## src/hdl/stcc_pkg.sv

```systemverilog
// shared types and constants for the segment/triangle crossing classifier
// no dependencies; imported by every module of the block

package stcc_pkg;

    // default coordinate width and packed vertex register width
    localparam int COORD_BITS_DEF = 16;
    localparam int VERTEX_W       = 48;

    // configuration port geometry (64-bit data, registers at 8*i)
    localparam int CFG_DATA_W  = 64;
    localparam int CFG_ADDR_W  = 5;
    localparam int REG_IDX_LSB = 3;

    // register indexes
    localparam logic [1:0] REG_VERTEX_A = 2'd0;
    localparam logic [1:0] REG_VERTEX_B = 2'd1;
    localparam logic [1:0] REG_VERTEX_C = 2'd2;

    // pipeline depth: six volume stages plus the output register
    localparam int VOL_STAGES = 6;
    localparam int PIPE_DEPTH = VOL_STAGES + 1;

    // result codes
    typedef enum logic [2:0] {
        HIT_NONE   = 3'd0,
        HIT_VERTEX = 3'd1,
        HIT_EDGE   = 3'd2,
        HIT_FACE   = 3'd3,
        HIT_DEGEN  = 3'd4
    } hit_kind_t;

    // per-stage load enables of the volume pipeline, diff is the first stage
    typedef struct packed {
        logic sign;
        logic sum;
        logic part;
        logic minor;
        logic prod;
        logic diff;
    } vol_adv_t;

    // sign of one tetrahedron volume
    typedef struct packed {
        logic pos;
        logic neg;
    } vol_sign_t;

endpackage

```

## src/hdl/stcc_cfg.sv

```systemverilog
// configuration register file: triangle vertices a, b, c behind an apb-style port
// depends on stcc_pkg

module stcc_cfg
    import stcc_pkg::*;
(
    input  logic                  aclk,
    input  logic                  aresetn,
    input  logic                  psel,
    input  logic                  penable,
    input  logic                  pwrite,
    input  logic [CFG_ADDR_W-1:0] paddr,
    input  logic [CFG_DATA_W-1:0] pwdata,
    output logic [CFG_DATA_W-1:0] prdata,
    output logic [VERTEX_W-1:0]   vertex_a,
    output logic [VERTEX_W-1:0]   vertex_b,
    output logic [VERTEX_W-1:0]   vertex_c
);

    logic [VERTEX_W-1:0] vtx_a_reg, vtx_a_next;
    logic [VERTEX_W-1:0] vtx_b_reg, vtx_b_next;
    logic [VERTEX_W-1:0] vtx_c_reg, vtx_c_next;
    logic [1:0]          reg_idx;
    logic                wr_en;

    assign reg_idx = paddr[CFG_ADDR_W-1:REG_IDX_LSB];
    assign wr_en   = psel && penable && pwrite;

    // write decode
    always_comb begin
        vtx_a_next = vtx_a_reg;
        vtx_b_next = vtx_b_reg;
        vtx_c_next = vtx_c_reg;
        if (wr_en) begin
            unique case (reg_idx)
                REG_VERTEX_A: vtx_a_next = pwdata[VERTEX_W-1:0];
                REG_VERTEX_B: vtx_b_next = pwdata[VERTEX_W-1:0];
                REG_VERTEX_C: vtx_c_next = pwdata[VERTEX_W-1:0];
                default: ;
            endcase
        end
    end

    always_ff @(posedge aclk) begin
        if (!aresetn) begin
            vtx_a_reg <= '0;
            vtx_b_reg <= '0;
            vtx_c_reg <= '0;
        end else begin
            vtx_a_reg <= vtx_a_next;
            vtx_b_reg <= vtx_b_next;
            vtx_c_reg <= vtx_c_next;
        end
    end

    // read mux
    always_comb begin
        unique case (reg_idx)
            REG_VERTEX_A: prdata = CFG_DATA_W'(vtx_a_reg);
            REG_VERTEX_B: prdata = CFG_DATA_W'(vtx_b_reg);
            REG_VERTEX_C: prdata = CFG_DATA_W'(vtx_c_reg);
            default:      prdata = '0;
        endcase
    end

    assign vertex_a = vtx_a_reg;
    assign vertex_b = vtx_b_reg;
    assign vertex_c = vtx_c_reg;

endmodule

```

## config.mk

```make
export PLATFORM = sky130hd
export DESIGN_NAME = stcc_cfg
export DESIGN_NICKNAME = d
export VERILOG_FILES = /design/src/hdl/stcc_pkg.sv /design/src/hdl/stcc_cfg.sv
export SDC_FILE = /design/constraint.sdc
export NUM_CORES = 1
export LEC_CHECK = 0
export ABC_AREA = 1
export BUFFER_PORTS_ARGS = -buffer_cell sky130_fd_sc_hd__buf_4
export CAP_MARGIN = 20
export CORE_UTILIZATION = 48
export CTS_CLUSTER_SIZE = 12
export DETAILED_ROUTE_END_ITERATION = 8
export PLACE_DENSITY = 0.9
export SLEW_MARGIN = 30
export SYNTH_ARGS = -nofsm -noshare
export SYNTH_HDL_FRONTEND = slang
export SYNTH_SLANG_ARGS = --single-unit
```

## constraint.sdc

```tcl
create_clock -name aclk -period 1.25 [get_ports aclk]
set_input_delay 0.1875 -clock aclk [delete_from_list [all_inputs] [get_ports aclk]]
set_output_delay 0.1875 -clock aclk [all_outputs]
set_load 0.01 [all_outputs]
```

==> metrics.log, run 1 <==
[metrics] status: complete, but fails checks
[metrics] failing checks: setup timing
[metrics] via density per instance: 5.46
[metrics] post-synthesis area per instance: 6.33 um^2
[metrics] clock slew at the register clock pins of the worst setup and hold paths: 0.06 ns
[metrics] worst reg-to-reg path cell count: 3
[metrics] number of DRC violations after detailed routing: 0
[metrics] type of the most critical hold path: primary input to flop
[metrics] power density normalized to cell area: 1110 mW/mm^2
[metrics] Leak: 5.55 nW
[metrics] crit path kind: primary input to primary output
[metrics] Syn Std Cell Area: 0.00676 mm^2
[metrics] vias after detailed routing: 8,367
[metrics] worst-path cell chain: buf_12, inv_6, nor2_4, buf_12, buf_12, clkbuf_16, nand2_1, nand3_2, buf_6
[metrics] area grow syn2layout: 61.5%
[metrics] crit-path max FO: 6
[metrics] setup tns final: -2.06 ns
[metrics] flop and latch count out of synthesis: 144
[metrics] quantity of I/O buffers inserted on ports: 246
[metrics] min Tclk post-route: 1.33 ns
[metrics] gpl congestion: 0.817
[metrics] Levels on crit path: 9
[metrics] sort of element at the start of the critical path: primary input
[metrics] top-level I/O count: 282
[metrics] number of stages on the worst hold path: 5
[metrics] DIE AREA: 0.0146 mm^2
[metrics] max-capacitance violation count: 0
[metrics] category of the worst setup path capture point: primary output
[metrics] register area share after synthesis: 42.6%
[metrics] critical path data required time: 1.06 ns
[metrics] total iterations of the first detailed-routing run: 7
[metrics] # hold bufs at CTS: 0
[metrics] top achievable clock speed: 750 MHz
[metrics] H-Tree Level Count: 4
[metrics] Crit path top cell by count: buf_12
[metrics] maximum number of pins on one net before global-route repair: 76
[metrics] average wire per cell in the routed design: 17.5 um
[metrics] Overflow after GRT: 0
[metrics] number of nets in the layout: 1,417
[metrics] area of the core region: 0.0135 mm^2
[metrics] endpoints failing setup: 41
[metrics] Arrival @ worst endpoint: 1.15 ns
[metrics] Clock Latency Late Sink: 0.42 ns
[metrics] detailed placer's ending HPWL: 13.6 mm
[metrics] number of buffers on the longest clock path: 2
[metrics] Routed Wire Length: 26.8 mm
[metrics] top cell family by delay on the critical path: buffers and inverters
[metrics] Synth Instances: 1,068
[metrics] slowest stage delay, CP: 0.16 ns
[metrics] Slowest cell on crit path: nor2_4
[metrics] antenna fix cells: 0
[metrics] worst hold slack: 0.109 ns
[metrics] first-pass GRT wire length: 33.0 mm
[metrics] antenna violations before repair: 0
[metrics] die outline height: 121 um
[metrics] Post-Route Skew: 0 ns
[metrics] RSZ-0062 raised after global routing: true
[metrics] number of clock sinks seen by CTS: 144
[metrics] Max Transition Viols Final: 0
[metrics] number of distinct library cells after synthesis: 12
[metrics] PnR worst setup slack: -0.0829 ns
[metrics] DRC violation total after the first TritonRoute iteration: 696
[metrics] share of the clock period used by the worst path: 107%
[metrics] Clock Tree Root: clkbuf_16
[metrics] synth warn: 0
[metrics] layout cell share with drive strength beyond 1: 41.7%
[metrics] standard-cell rows: 42
[metrics] IR drop worst, VDD: 0.849 mV
[metrics] vias in the first global route: 6,985
[metrics] starting density of the core: 50.1%
[metrics] TritonCTS clock tree: done
[metrics] buffering stage count on the worst path with inverters included: 6
[metrics] Final Hold Fails: 0
[metrics] width of the chip: 121 um
[metrics] number of CTS-inserted buffers: 17
[metrics] antenna viol nets, final: 0
[metrics] Tot GR Track Use: 28.8%
-- synth_stat cells --
cell	instances	area, um^2
conb_1	1	3.75
nand3_1	193	966
clkbuf_1	14	52.6
nor2_1	291	1090
dfxtp_1	144	2880
nand2_1	292	1100
buf_4	30	225
buf_1	12	45.0
inv_2	2	7.51
buf_2	36	180
inv_1	49	184
nor2_2	4	25.0
-- routing by layer --
metal	wire length, um	track usage [%]	part of all wire, %
met1	9300	31.1	35
met2	13300	52.2	50
met3	2850	7.36	11
met4	1320	13.6	4.9
met5	0	0	0
-- layout by cell type (no fill, tap or decap) --
| cell | instances |
|---|---|
| buf_12 | 20 |
| buf_16 | 2 |
| buf_4 | 250 |
| buf_6 | 49 |
| buf_8 | 2 |
| bufinv_16 | 5 |
| clkbuf_1 | 2 |
| clkbuf_16 | 27 |
| clkbuf_8 | 3 |
| clkinv_2 | 3 |
| clkinv_4 | 1 |
| clkinvlp_4 | 1 |
| conb_1 | 16 |
| dfxtp_1 | 48 |
| dfxtp_2 | 94 |
| dfxtp_4 | 2 |
| inv_1 | 49 |
| inv_2 | 1 |
| inv_6 | 1 |
| nand2_1 | 236 |
| nand2_2 | 48 |
| nand2_4 | 8 |
| nand3_1 | 151 |
| nand3_2 | 42 |
| nor2_1 | 288 |
| nor2_4 | 7 |
-- per-stage QoR --
step	instance area, um^2	power [mW]	std cells	utilization, %	setup slack (ns)
2_1_floorplan	6820	5.58	1083	-	0.158
3_3_place_gp	8930	6.11	1454	66.1	-0.0153
3_5_place_dp	8930	6.15	1454	66.1	-0.0233
4_1_cts	9740	11.7	1490	72.1	-0.0227
5_1_grt	10900	12.4	1532	80.8	-0.116
6_report	10900	12.1	1532	80.8	-0.0829
-- worst paths after layout --
path | endpoint | from | slack (ns)
worst max-delay path | prdata[40] | paddr[4] | -0.08
worst min-delay path | vertex_a[21]$_SDFFE_PN0P_ | pwdata[21] | 0.11
worst max register to register | vertex_c[25]$_SDFFE_PN0P_ | vertex_c[25]$_SDFFE_PN0P_ | 0.49
worst min register to register | vertex_b[35]$_SDFFE_PN0P_ | vertex_b[35]$_SDFFE_PN0P_ | 0.49
-- sequential cells by signal, summed over array words and instances (netlist names) --
register,flops
vertex_a,48
vertex_b,48
vertex_c,48
-- tightest hold or removal path, cell delays in order --
cell and delay, ns:
buf_4 0.07, inv_1 0.05, nand3_1 0.07, nand2_1 0.05
nor2_1 0.07
-- final cells by class --
type / instances / area [um^2]
sequential: 144 / 3010
fill: 766 / 2590
clock inverter: 10 / 181
multi-input combinational: 796 / 3670
inverter: 51 / 196
clock buffer: 22 / 474
timing repair buffer: 333 / 3160
tap: 176 / 220
-- cell families after synthesis --
logic type | after synthesis | share of synthesized area, %
other | 1 | 0.0555
and+or+nand+nor | 780 | 47.0
DFF | 144 | 42.6
buffers and inverters | 143 | 10.3
-- where the power goes --
group | internal, mW | switching [mW] | total (mW)
clock network | 3.69 | 1.95 | 5.65
registers | 4.70 | 0.100 | 4.80
logic | 0.753 | 0.899 | 1.65
total | 9.15 | 2.95 | 12.1
-- what timing repair did --
item | in CTS | in global routing
endpoints found under the setup margin | 39 | 49
hold endpoints to repair | 0 | 0
pin swaps | 0 | 16
gates resized for setup | 77 | 181
gates cloned | 0 | 16
setup buffers | 4 | 26
Power figures use the tool's default switching activity.
==> inputs of run 2 (changes only) <==
--- a/config.mk
+++ b/config.mk
@@ -8,10 +8,12 @@
 export ABC_AREA = 1
 export BUFFER_PORTS_ARGS = -buffer_cell sky130_fd_sc_hd__buf_4
 export CAP_MARGIN = 20
+export CORE_MARGIN = 2
 export CORE_UTILIZATION = 48
 export CTS_CLUSTER_SIZE = 12
 export DETAILED_ROUTE_END_ITERATION = 8
 export PLACE_DENSITY = 0.9
+export SKIP_LAST_GASP = 1
 export SLEW_MARGIN = 30
 export SYNTH_ARGS = -nofsm -noshare
 export SYNTH_HDL_FRONTEND = slang
==> metrics.log, run 2 (same netlist as run 1, synthesis figures left out) <==
[metrics] status: complete, but fails checks
[metrics] failing checks: setup timing
[metrics] PnR worst setup slack: -0.116 ns
[metrics] Post-DP Area: 0.00895 mm^2
[metrics] grt met3 use: 7.43%
[metrics] Max Transition Viols Final: 0
[metrics] clock slew at the register clock pins of the worst setup and hold paths: 0.06 ns
[metrics] post-layout instance area: 0.0108 mm^2
[metrics] number of DRC violations after detailed routing: 0
[metrics] top achievable clock speed: 732 MHz
[metrics] Clock Tree Root: clkbuf_16
[metrics] sequential cell area in the final layout: 0.00302 mm^2
[metrics] worst setup path start: paddr[4]
[metrics] top-level I/O count: 282
[metrics] number of filler instances in the final layout: 898
[metrics] antenna violations before repair: 0
[metrics] via density per instance: 5.40
[metrics] # hold bufs at CTS: 0
[metrics] hold_sp: pwdata[26]
[metrics] H-Tree Level Count: 4
[metrics] RSZ-0062 raised after global routing: true
[metrics] type of the most critical hold path: primary input to flop
[metrics] power density normalized to cell area: 1080 mW/mm^2
[metrics] most common library cell in the layout ignoring fill and taps: nor2_1
[metrics] area grow syn2layout: 59.2%
[metrics] Arrival @ worst endpoint: 1.18 ns
[metrics] starting density of the core: 48.9%
[metrics] Final Hold Fails: 0
[metrics] multi-input gate area in the final layout: 0.00358 mm^2
[metrics] share of the core filled with cells in the final layout: 77.8%
[metrics] slowest stage delay, CP: 0.17 ns
[metrics] number of clock sinks seen by CTS: 144
[metrics] crit path kind: primary input to primary output
[metrics] average wire per cell in the routed design: 17.1 um
[metrics] most frequent cells in the layout: nor2_1 (288), buf_4 (266), nand2_1 (246)
[metrics] startpoint of the worst register-to-register path: vertex_b[10]$_SDFFE_PN0P_
[metrics] Reg2Reg Capture Point: vertex_b[10]$_SDFFE_PN0P_
[metrics] worst-path cell chain: buf_12, inv_6, nor2_4, buf_12, buf_12, clkbuf_16, nand2_2, nand3_2, buf_6
[metrics] number of CTS-inserted buffers: 17
[metrics] worst reg-to-reg path cell count: 3
[metrics] quantity of I/O buffers inserted on ports: 246
[metrics] detailed placer's ending HPWL: 14.0 mm
[metrics] antenna fix cells: 0
[metrics] TritonCTS clock tree: done
[metrics] Worst R2R Setup Slack: 0.46 ns
[metrics] Overflow after GRT: 0
[metrics] buffering stage count on the worst path with inverters included: 6
[metrics] first-pass GRT wire length: 34.6 mm
[metrics] die outline height: 123 um
[metrics] number of stages on the worst hold path: 5
[metrics] Routed Wire Length: 26.2 mm
[metrics] number of buffers on the longest clock path: 2
[metrics] top cell family by delay on the critical path: buffers and inverters
[metrics] Slowest cell on crit path: clkbuf_16
[metrics] DIE AREA: 0.0150 mm^2
[metrics] vias in the first global route: 7,205
[metrics] category of the worst setup path capture point: primary output
[metrics] worst hold slack: 0.110 ns
[metrics] min Tclk post-route: 1.37 ns
[metrics] cell total after placement: 1,458
[metrics] sort of element at the start of the critical path: primary input
[metrics] Post-Route Skew: 0 ns
[metrics] critical path data required time: 1.06 ns
[metrics] Tot GR Track Use: 29.1%
[metrics] non-filler instance count after layout: 1,535
[metrics] Crit path top cell by count: buf_12
[metrics] IR drop worst, VDD: 0.791 mV
[metrics] Setup WS pre-CTS: -0.0714 ns
[metrics] number of nets in the layout: 1,417
[metrics] width of the chip: 123 um
[metrics] share of the clock period used by the worst path: 109%
[metrics] capture endpoint of the worst hold path: vertex_b[26]$_SDFFE_PN0P_
[metrics] crit-path max FO: 8
[metrics] layer carrying the most global-route usage: met2
[metrics] DRC violation total after the first TritonRoute iteration: 748
[metrics] area of the core region: 0.0138 mm^2
[metrics] maximum number of pins on one net before global-route repair: 68
[metrics] GR met2 Demand/Resource: 50.3%
[metrics] antenna viol nets, final: 0
[metrics] Leak: 5.41 nW
[metrics] max-capacitance violation count: 0
[metrics] endpoints failing setup: 26
[metrics] Clock Latency Late Sink: 0.42 ns
[metrics] vias after detailed routing: 8,296
[metrics] global routing met1 resource utilization: 33.4%
[metrics] gpl congestion: 0.825
[metrics] layout cell share with drive strength beyond 1: 41.0%
[metrics] total iterations of the first detailed-routing run: 5
[metrics] standard-cell rows: 43
## run 2: changes by cell type in the layout (fill, tap and decap cells not counted), moves of 3 or more
cell / delta
clkinv_2: +3
buf_12: +3
dfxtp_1: -10
buf_6: -18
dfxtp_2: +11
nand2_1: +10
nand2_4: -4
nand2_2: -6
buf_4: +16
nand3_2: -12
nand3_1: +11
clkbuf_16: -4
## run 2: repair_timing
action,in CTS,in global routing
setup buffers,12,24
gates cloned,5,6
pin swaps,1,17
endpoints found under the setup margin,38,48
gates resized for setup,53,189
## run 2: worst max-delay path by stage
stage | to | slack [ns] | depth (start not counted)
2_1_floorplan | prdata[10] | 0.16 | 5
5_1_grt | prdata[40] | -0.14 | 9
3_3_place_gp | prdata[47] | -0.02 | 7
3_5_place_dp | prdata[47] | -0.07 | 7
6_report | prdata[40] | -0.12 | 9
4_1_cts | prdata[38] | -0.03 | 7
## run 2: stage by stage
stage / TNS (ns) / total power, mW
finish: -1.04 / 11.6
global route: -2.00 / 12.0
CTS: -0.107 / 11.4
detailed placement: -0.392 / 6.15
global placement: -0.0503 / 6.12
floorplan: 0 / 5.58
## run 2: metal layers
metal	up-vias	wire length, um
li1	3830	-
met5	-	0
met2	531	13200
met3	95	2500
met1	3840	9480
met4	0	1080
## run 2: tightest hold or removal path, stage by stage
cell and delay [ns]:
buf_4 0.08, inv_1 0.05, nand3_1 0.07, nand2_1 0.04
nor2_1 0.07
## run 2: report_power, final
group | internal (mW) | switching (mW) | leakage (nW)
clock network | 3.27 | 1.94 | 0.302
logic | 0.762 | 0.877 | 3.89
registers | 4.71 | 0.0985 | 1.22
total | 8.74 | 2.91 | 5.41
## run 2: area by class of cell
| type | instances | area share [%] |
|---|---|---|
| well taps | 180 | 2.09 |
| repair buffers | 333 | 29.1 |
| inverters | 51 | 1.87 |
| clock buffers | 20 | 4.34 |
| flip-flops and latches | 144 | 28.0 |
| multi-input cells | 796 | 33.3 |
| clock inverters | 11 | 1.27 |
